File: src/design/maf_pkg.sv
// Shared types and constants for the moving average filter.
package maf_pkg;

  // Default sizes
  localparam int MAX_LENGTH_DEF   = 64;
  localparam int SAMPLE_WIDTH_DEF = 24;

  // Width of the window length register
  localparam int CFG_WIDTH = 7;

  // Sequencer states
  typedef enum logic [2:0] {
    ST_IDLE,
    ST_READ,
    ST_START,
    ST_DIVIDE,
    ST_FINISH
  } maf_state_t;

  // Divider status seen by the sequencer
  typedef struct packed {
    logic busy;
    logic done;
  } div_stat_t;

endpackage

File: src/design/maf_ram.sv
// Generic single-write, single-read RAM with registered read data.
module maf_ram #(
  parameter int WIDTH = maf_pkg::SAMPLE_WIDTH_DEF,
  parameter int DEPTH = maf_pkg::MAX_LENGTH_DEF,
  parameter int ADDR_WIDTH = (DEPTH > 1) ? $clog2(DEPTH) : 1
) (
  input  logic                  clk,
  input  logic                  we,
  input  logic [ADDR_WIDTH-1:0] waddr,
  input  logic [WIDTH-1:0]      wdata,
  input  logic [ADDR_WIDTH-1:0] raddr,
  output logic [WIDTH-1:0]      rdata
);

  logic [WIDTH-1:0] mem [DEPTH];

  // Write port
  always_ff @(posedge clk) begin
    if (we) begin
      mem[waddr] <= wdata;
    end
  end

  // Registered read port
  always_ff @(posedge clk) begin
    rdata <= mem[raddr];
  end

endmodule

File: src/design/maf_divider.sv
// Restoring unsigned divider, one quotient bit per cycle.
module maf_divider #(
  parameter int DIVIDEND_WIDTH = 30,
  parameter int DIVISOR_WIDTH  = 7
) (
  input  logic                      clk,
  input  logic                      rst,
  input  logic                      start,
  input  logic [DIVIDEND_WIDTH-1:0] dividend,
  input  logic [DIVISOR_WIDTH-1:0]  divisor,
  output logic [DIVIDEND_WIDTH-1:0] quotient,
  output maf_pkg::div_stat_t        stat
);

  import maf_pkg::*;

  localparam int CNT_WIDTH = $clog2(DIVIDEND_WIDTH + 1);

  logic                     busy;
  logic                     done;
  logic [CNT_WIDTH-1:0]     count;
  logic [DIVISOR_WIDTH-1:0] rem;
  logic [DIVISOR_WIDTH-1:0] dvs;
  logic [DIVISOR_WIDTH:0]   rem_shift;
  logic [DIVISOR_WIDTH:0]   diff;
  logic                     fits;

  // Trial subtraction of the divisor from the shifted remainder
  always_comb begin
    rem_shift = {rem, quotient[DIVIDEND_WIDTH-1]};
    diff      = rem_shift - {1'b0, dvs};
    fits      = (rem_shift >= {1'b0, dvs});
  end

  // Control: count down one step per quotient bit
  always_ff @(posedge clk) begin
    if (rst) begin
      busy  <= 1'b0;
      done  <= 1'b0;
      count <= '0;
    end else begin
      done <= 1'b0;
      if (start) begin
        busy  <= 1'b1;
        count <= CNT_WIDTH'(DIVIDEND_WIDTH);
      end else if (busy) begin
        count <= count - 1'b1;
        if (count == CNT_WIDTH'(1)) begin
          busy <= 1'b0;
          done <= 1'b1;
        end
      end
    end
  end

  // Datapath: dividend shifts out at the top, quotient bits shift in below
  always_ff @(posedge clk) begin
    if (start) begin
      rem      <= '0;
      dvs      <= divisor;
      quotient <= dividend;
    end else if (busy) begin
      rem      <= fits ? diff[DIVISOR_WIDTH-1:0] : rem_shift[DIVISOR_WIDTH-1:0];
      quotient <= {quotient[DIVIDEND_WIDTH-2:0], fits};
    end
  end

  assign stat.busy = busy;
  assign stat.done = done;

endmodule

File: src/design/moving_average_filter.sv
// Top level of the moving average filter: sequencer, ring RAM and divider.
//
// Each input word is a signed sample; the block answers with one word, the
// mean of the samples held in the window, truncated toward zero. While the
// window is filling it divides by the number of samples received, once full
// by the window length. A running sum is kept: the new sample is added and
// the overwritten ring entry subtracted. The mean comes from a one-bit-per-
// cycle divider over the sum width (SAMPLE_WIDTH + log2(MAX_LENGTH), 30 bits
// by default). The input stays not ready from acceptance of a sample until
// its result is loaded into the output register, so a new sample is not
// taken while the last is in work. With a window length of zero a sample is
// passed through unchanged and no window state changes. Lengths above
// MAX_LENGTH act as MAX_LENGTH. Writing the window length clears the window
// (count, index and sum); write it only while the block is idle. The result
// waits in an output register until taken.
module moving_average_filter #(
  parameter int MAX_LENGTH   = maf_pkg::MAX_LENGTH_DEF,
  parameter int SAMPLE_WIDTH = maf_pkg::SAMPLE_WIDTH_DEF
) (
  input  logic                                 clk,
  input  logic                                 rst,
  // Configuration: window_length
  input  logic                                 cfg_valid,
  output logic                                 cfg_ready,
  input  logic [maf_pkg::CFG_WIDTH-1:0]        cfg_data,
  // Input words
  input  logic                                 s_axis_tvalid,
  output logic                                 s_axis_tready,
  input  logic [((SAMPLE_WIDTH+7)/8)*8-1:0]    s_axis_tdata,  // sample_in
  // Output words
  output logic                                 m_axis_tvalid,
  input  logic                                 m_axis_tready,
  output logic [((SAMPLE_WIDTH+7)/8)*8-1:0]    m_axis_tdata   // average_out
);

  import maf_pkg::*;

  localparam int TDATA_WIDTH = ((SAMPLE_WIDTH + 7) / 8) * 8;
  localparam int IDX_WIDTH   = (MAX_LENGTH > 1) ? $clog2(MAX_LENGTH) : 1;
  localparam int LEN_WIDTH   = $clog2(MAX_LENGTH + 1);
  localparam int CMP_WIDTH   = (LEN_WIDTH > CFG_WIDTH) ? LEN_WIDTH : CFG_WIDTH;
  localparam int SUM_WIDTH   = SAMPLE_WIDTH + $clog2(MAX_LENGTH);

  maf_state_t state, state_next;

  logic [CFG_WIDTH-1:0]           window_length;
  logic [LEN_WIDTH-1:0]           len_eff;
  logic [IDX_WIDTH-1:0]           write_index;
  logic [LEN_WIDTH-1:0]           fill_count;
  logic signed [SUM_WIDTH-1:0]    running_sum;
  logic signed [SAMPLE_WIDTH-1:0] sample;
  logic [SAMPLE_WIDTH-1:0]        result;
  logic                           sum_neg;
  logic [SAMPLE_WIDTH-1:0]        out_data;
  logic                           out_valid;

  logic [SAMPLE_WIDTH-1:0]        ram_rdata;
  logic                           ram_we;
  logic signed [SAMPLE_WIDTH-1:0] old_sample;
  logic [LEN_WIDTH-1:0]           slot_inc;
  logic [SUM_WIDTH-1:0]           sum_mag;
  logic [SUM_WIDTH-1:0]           quotient;
  logic [SUM_WIDTH-1:0]           quot_signed;
  logic                           div_start;
  div_stat_t                      div_stat;
  logic                           accept;
  logic                           out_load;

  // Effective window: register saturated at MAX_LENGTH
  always_comb begin
    if (CMP_WIDTH'(window_length) > CMP_WIDTH'(MAX_LENGTH)) begin
      len_eff = LEN_WIDTH'(MAX_LENGTH);
    end else begin
      len_eff = LEN_WIDTH'(window_length);
    end
  end

  // Overwritten entry only counts once the window is full
  assign old_sample = (fill_count == len_eff) ? $signed(ram_rdata) : '0;
  assign slot_inc   = LEN_WIDTH'(write_index) + 1'b1;

  // Divider operands and signed quotient
  assign sum_mag     = running_sum[SUM_WIDTH-1] ? SUM_WIDTH'(-running_sum)
                                                : SUM_WIDTH'(running_sum);
  assign quot_signed = sum_neg ? (~quotient + 1'b1) : quotient;

  assign accept    = s_axis_tvalid && s_axis_tready;
  assign cfg_ready = 1'b1;

  // Sequencer: next state and control strobes
  always_comb begin
    state_next    = state;
    s_axis_tready = 1'b0;
    ram_we        = 1'b0;
    div_start     = 1'b0;
    out_load      = 1'b0;
    unique case (state)
      ST_IDLE: begin
        s_axis_tready = 1'b1;
        if (s_axis_tvalid) begin
          state_next = (len_eff == '0) ? ST_FINISH : ST_READ;
        end
      end
      ST_READ: begin
        ram_we     = 1'b1;
        state_next = ST_START;
      end
      ST_START: begin
        div_start  = 1'b1;
        state_next = ST_DIVIDE;
      end
      ST_DIVIDE: begin
        if (div_stat.done) begin
          state_next = ST_FINISH;
        end
      end
      ST_FINISH: begin
        if (!out_valid || m_axis_tready) begin
          out_load   = 1'b1;
          state_next = ST_IDLE;
        end
      end
      default: state_next = ST_IDLE;
    endcase
  end

  // State register
  always_ff @(posedge clk) begin
    if (rst) begin
      state <= ST_IDLE;
    end else begin
      state <= state_next;
    end
  end

  // Window control: length register, fill count, index and running sum
  always_ff @(posedge clk) begin
    if (rst) begin
      window_length <= '0;
      write_index   <= '0;
      fill_count    <= '0;
      running_sum   <= '0;
    end else if (cfg_valid) begin
      window_length <= cfg_data;
      write_index   <= '0;
      fill_count    <= '0;
      running_sum   <= '0;
    end else if (ram_we) begin
      running_sum <= running_sum - SUM_WIDTH'(old_sample) + SUM_WIDTH'(sample);
      write_index <= (slot_inc >= len_eff) ? '0 : IDX_WIDTH'(slot_inc);
      if (fill_count < len_eff) begin
        fill_count <= fill_count + 1'b1;
      end
    end
  end

  // Sample, sign and result holding registers
  always_ff @(posedge clk) begin
    if (accept) begin
      sample <= $signed(s_axis_tdata[SAMPLE_WIDTH-1:0]);
      result <= s_axis_tdata[SAMPLE_WIDTH-1:0];
    end else if (div_start) begin
      sum_neg <= running_sum[SUM_WIDTH-1];
    end else if (div_stat.done) begin
      result <= quot_signed[SAMPLE_WIDTH-1:0];
    end
  end

  // Output register
  always_ff @(posedge clk) begin
    if (rst) begin
      out_valid <= 1'b0;
    end else if (out_load) begin
      out_valid <= 1'b1;
    end else if (m_axis_tready) begin
      out_valid <= 1'b0;
    end
  end

  always_ff @(posedge clk) begin
    if (out_load) begin
      out_data <= result;
    end
  end

  assign m_axis_tvalid = out_valid;
  assign m_axis_tdata  = TDATA_WIDTH'(out_data);

  // Sample ring
  maf_ram #(
    .WIDTH (SAMPLE_WIDTH),
    .DEPTH (MAX_LENGTH)
  ) u_ring (
    .clk   (clk),
    .we    (ram_we),
    .waddr (write_index),
    .wdata (sample),
    .raddr (write_index),
    .rdata (ram_rdata)
  );

  // Mean divider
  maf_divider #(
    .DIVIDEND_WIDTH (SUM_WIDTH),
    .DIVISOR_WIDTH  (LEN_WIDTH)
  ) u_div (
    .clk      (clk),
    .rst      (rst),
    .start    (div_start),
    .dividend (sum_mag),
    .divisor  (fill_count),
    .quotient (quotient),
    .stat     (div_stat)
  );

endmodule
File: config.mk
export PLATFORM = sky130hd
export DESIGN_NAME = moving_average_filter
export DESIGN_NICKNAME = d
export VERILOG_FILES = /design/src/design/maf_pkg.sv /design/src/design/maf_ram.sv /design/src/design/maf_divider.sv /design/src/design/moving_average_filter.sv
export SDC_FILE = /design/constraint.sdc
export NUM_CORES = 2
export LEC_CHECK = 0
export BUFFER_PORTS_ARGS = -buffer_cell sky130_fd_sc_hd__buf_2
export CORE_AREA = 2 2 379 568
export CTS_CLUSTER_SIZE = 16
export DETAILED_ROUTE_END_ITERATION = 10
export DIE_AREA = 0 0 381 570
export GPL_ROUTABILITY_DRIVEN = 0
export PLACE_DENSITY = 0.45
export RECOVER_POWER = 100
export SYNTH_ARGS = -nofsm -noshare
export SYNTH_HDL_FRONTEND = slang
export SYNTH_SLANG_ARGS = --single-unit
File: constraint.sdc
create_clock -name clk -period 7.1 [get_ports clk]
set_input_delay 1.42 -clock clk [delete_from_list [all_inputs] [get_ports clk]]
set_output_delay 1.42 -clock clk [all_outputs]
set_load 0.005 [all_outputs]
# Word-level counts from Yosys, hierarchy flattened
# Memories as Yosys holds them, arrays and structs flattened. A register that Yosys moved wholly into a read port is not among the register bits.
# Cells that the tools add are included.
# op_classes
addsub,8
n_lt_le_gt_ge,4
n_eq_ne,10
muxes,31
n_bitwise,3
n_reduce_logical,15
# ops
op,n
$mux W24,5
$mux W30,3
$add A30 B24 Y30,1
$neg A30 Y30,1
$sub A30 B24 Y30,1
$add A24 B1 Y24 const B,1
$not A24 Y24,1
$pmux W3 S5,1
$mux W7,2
$mux W1,13
$mux W3,4
$mux W5,2
$ge A8 B7 Y1,1
$add A6 B1 Y7 const B,1
$add A7 B1 Y7 const B,1
$eq A7 B7 Y1,1
$ge A7 B7 Y1,1
$gt A7 B7 Y1 const B,1
$logic_not A7 Y1,1
$lt A7 B7 Y1,1
$sub A7 B7 Y7,1
$eq A3 B2 Y1 const B,2
$mux W6,1
$reduce_and A2 Y1,3
other kinds (15),21
# word_totals
regBits,178
mem_bits_rw,1536
inputBits,36
output_inout_bits,27
elab_cells,89
memories,1
# mem_list
name,depth,word_bits,rd,rd_ports_with_merged_regs,wr,line,rtl
u_ring.mem,64,24,1,1,1,maf_ram.sv:15,logic [WIDTH-1:0] mem [DEPTH];

# Logic depth before layout (Yosys ltp)
# depth
depth_word,6
depth_mapped,19
depth_no_buf,19

# By module
# From an unflattened synthesis, not the netlist that was laid out.
# unflattened
hier_cells,3795
hier_area_um2,70468.8
# modules_own_cells
mod,instances,cells_per_inst,area_per_inst_um2
maf_ram,1,2610,59295.6
moving_average_filter,1,987,8673.3
maf_divider,1,198,2499.9

# Worst setup path before layout
# OpenSTA, ideal clock, no wires.
# synth_timing
path_type,input to register
startpoint,input port s_axis_tvalid
endpoint,"register result[0], enable pin"
setup_ns,0.405
t_arrival_ns,3.672
required_ns,6.695
setup_slack_ns,3.023
cell_stages,5
cell_sequence,nand2_1 > clkinv_1 > buf_1 > nor2_1 > nor2_1
# synth_between
elab_chain_cells,3
elab_cells_between_ends,4
classes_between,1 x eq/ne; 3 x reduce/logical
# synth_rtl
item,line,rtl
start: declaration,moving_average_filter.sv:27,"input logic s_axis_tvalid,"
$logic_and A1 B1 Y1 *,moving_average_filter.sv:87,assign accept = s_axis_tvalid && s_axis_tready;
via accept,moving_average_filter.sv:66,logic accept;
$ne A2 B1 Y1 (no source line) / $reduce_bool A2 Y1 (equally long branches),n/a,
$reduce_and A2 Y1 (no source line) *,n/a,
end signal: assignment,moving_average_filter.sv:161,result <= s_axis_tdata[SAMPLE_WIDTH-1:0];
end signal: assignment,moving_average_filter.sv:165,result <= quot_signed[SAMPLE_WIDTH-1:0];
end: declaration,moving_average_filter.sv:52,logic [SAMPLE_WIDTH-1:0] result;
# Mark *: on every way through the listed nets, which the timed path passes. The rest lies on a longest branch.
# A chain may end at the register's enable or synchronous reset.

==> out/results.md <==
| Quantity | This run |
|---|---|
| Effective utilization at floorplan | 32.9% |
| Synth Register Bits | 1738 |
| Routed Antenna Nets | 0 |
| Number of placed I/O pins | 63 |
| Filler cell count | 20000 |
| Syn. warnings | 0 |
| Detailed Place HPWL | 155 mm |
| H-tree levels | 4 |
| Wire length per cell after detailed routing | 33.3 µm |
| Buffers on Ports | 61 |
| Slew at the pin closest to its max-slew limit | 4410 ps |
| Commonest non-fill, non-tap cells in the layout | 1646 x edfxtp_1, 255 x a21oi_1, 218 x nor2_1, 212 x nand2_1, 193 x a221oi_1 |
| Post-Route Setup TNS | 0 ps |
| Failing checks | max-capacitance violations, max-slew violations |
| Count of unresolved DRC violations after routing | 0 |
| Area fraction in compound gates after synthesis | 9.76% |
| Most frequent standard cell in the layout excluding fill and tap cells | edfxtp_1 |
| Clock sink count | 1738 |
| Overall via count from detail_route | 41700 |
| Area of the mapped netlist | 69700 µm² |
| Post-synthesis share of cell area spent on full adders, half adders and majority gates | 1.89% |
| Uppermost routed layer | met4 |
| Width of the die | 381 µm |
| Average cell area after synthesis | 15.9 µm² |
| Ys async rst share | 0% |
| Power Dens Cells | 306 nW/µm² |
| Clock insertion delay at the later pin of the skew report | 850 ps |
| TritonCTS clock tree | yes |
| Core area | 212000 µm² |
| Setup crit start kind | register |
| Layout cell share with drive strength beyond 1 | 13.3% |
| Die Y | 570 µm |
| Placement Rows | 207 |
| Total area of multi-input combinational cells | 17200 µm² |
| Final count of pins violating max slew | 2075 |
| Number of enable-type register cells in the synthesized netlist | 1646 |
| Grt ovf | 0 |
| Status | complete, but fails checks |
| Slew margin rel. | -194% |
| Number of max-cap violations | 61 |
| Peak supply drop | 0.000193 V |
| Category of the most critical setup path | register to register |
| Post-place setup slack | 2400 ps |
| Number of nets in the finished design | 4681 |
| Buffer type at the clock tree root | clkbuf_16 |
| Synthesized-area fraction occupied by and/or/nand/nor cells | 4.39% |
| Reg area | 51300 µm² |
| Worst reg-to-reg setup slack | 940 ps |
| Area of the die | 217000 µm² |
| Max Freq | 162 MHz |
| Combinational family with the most area after synthesis | compound AO/OA/AOI/OAI gates |
| Router iterations before antenna repair | 5 |
| Via count of the first global-routing pass | 41200 |
| Hold path start | result[4] |
| Total Routed Length | 250 mm |
| Global-route wire length before repair | 344 mm |
| Setup crit end kind | register |
| Routed wl met3 | 14.9 mm |
| Vias per cell | 5.55 |
| CTS buffer count | 174 |
| Maximum buffer depth of the clock tree | 4 |
| Data arrival time at the worst-slack endpoint | 6940 ps |
| RSZ-0062 raised after global routing | no |
| Synthesized netlist cell count | 4378 |
| FF-to-FF End | u_ring.rdata[21] |
| Minimum clock period | 6160 ps |
| Resize count post-CTS | 0 |
| Growth of design area from synthesis to finish | 13.8% |
| Prevailing post-synth register cell | edfxtp_1 |
| Initial antenna violation count | 17 |
| Largest net degree at the start of global routing | 75 |
| Setup Buffers After CTS | 0 |
| Setup-failing EPs final | 0 |
| Routed metal-1 wirelength | 93.2 mm |
| Number of buffers inserted for hold repair after clock tree synthesis | 0 |
| Fin Clk Skew | 57.1 ps |
| Hold Fails Final Rpt | 0 |
| Initial DRC count | 4683 |
| Hold worst-path end | m_axis_tdata[4] |
| Data required time of the critical path | 7870 ps |
| Clk pin slew, worst setup/hold paths | 60 ps |
| Cell depth of the worst hold path | 0 |
| Hold Path Class | register to register |
| Xor and xnor fraction of the mapped netlist area | 1.06% |
| Syn Nets | 4501 |
| Critical R2R Launch | write_index[1] |
| Worst Path Max Fanout | 28 |
| GRT Util Overall | 22.6% |
| Static leakage power | 25.1 nW |
| Sequential-to-total area share from yosys stat | 73.6% |
| Distinct cell type count of the synthesized netlist | 71 |
| Setup slack of the critical path after layout | 939 ps |
| Reg2Reg Depth | 8 |
| Post-layout utilization of the core | 37.4% |
| Length of routed met2 wiring | 127 mm |
| Tcrit/Tclk final | 86.8% |
| Mux share of post-synthesis cell area | 7.14% |
state kept, by name (all words and copies together), names as in the netlist:
name            cells
write_index         6
sample             24
state               3
u_ring.rdata       24
u_div.dvs           7
fill_count          7
u_div.quotient     30
running_sum        30
u_div.count         5
u_div.busy          1
sum_neg             1
m_axis_tvalid       1
u_div.rem           7
u_div.done          1
u_ring.mem       1536
m_axis_tdata       24
result             24
window_length       7
how the worst max path moves through the flow:
stage	from	to	slack (ps)
global route	write_index[1]	u_ring.mem[59][1]	1060
floorplan	s_axis_tvalid	result[0]	3020
detailed placement	write_index[2]	u_ring.mem[22][12]	2400
CTS	write_index[2]	u_ring.mem[22][7]	2410
finish	write_index[1]	u_ring.rdata[21]	940
global placement	window_length[6]	running_sum[28]	2440
metal layers:
metal	vias up	track usage, %
met5	-	0
met4	0	11.7
met3	448	2.87
met2	1720	39.9
met1	21900	26.8
li1	17600	-
power by group:
group / internal [mW] / switching, mW
Sequential: 12.0 / 0.211
Combinational: 0.941 / 2.36
Clock: 4.81 / 3.95
area by class of cell:
cell class | count | share of cell area, %
Sequential cell | 1738 | 64.7
Antenna cell | 6 | 0.0189
Multi-Input combinational cell | 2242 | 21.6
Tap cell | 2821 | 4.45
Clock inverter | 75 | 0.687
Inverter | 145 | 0.690
Timing Repair Buffer | 257 | 1.97
Clock buffer | 225 | 5.85
through the flow:
stage / cells / total power [mW] / cell area [µm²] / hold WS [ps]
floorplan: 4378 / 14.2 / 69700 / 400
global placement: 7200 / 15.7 / 74500 / 401
detailed placement: 7203 / 15.7 / 74500 / 405
CTS: 7503 / 24.4 / 79700 / 421
global route: 7506 / 25.1 / 79300 / 424
finish: 7509 / 24.3 / 79300 / 421
critical path, cell delays in order (launching register included):
cell	delay, ps
dfxtp_4	810
clkinvlp_2	1500
nor2_4	1320
clkbuf_1	930
a21oi_1	200
a21oi_1	350
a221oi_1	260
o221ai_1	490
or3_1	170
cells in the mapped netlist, types with 89 or more instances:
library cell	count	area, µm²
edfxtp_1	1646	49400
nor2_1	279	1050
a21oi_1	255	1280
nand2_1	214	803
a221oi_1	195	1710
mux2i_1	192	1920
o21ai_0	175	876
clkbuf_1	170	638
inv_1	142	533
a22oi_1	102	766
dfxtp_1	92	1840
mux4_2	91	2050
mux2_2	89	1000
cells by family (layout without fill, tap and decap cells):
| family | Yosys count | in the layout |
|---|---|---|
| compound gates | 1011 | 1011 |
| simple gates | 687 | 687 |
| other cells | 1 | 7 |
| mux | 372 | 372 |
| fa+ha+maj | 87 | 87 |
| flops | 1738 | 1738 |
| buf+inv | 398 | 702 |
| xor+xnor | 84 | 84 |
(Power assumes the default switching activity.)
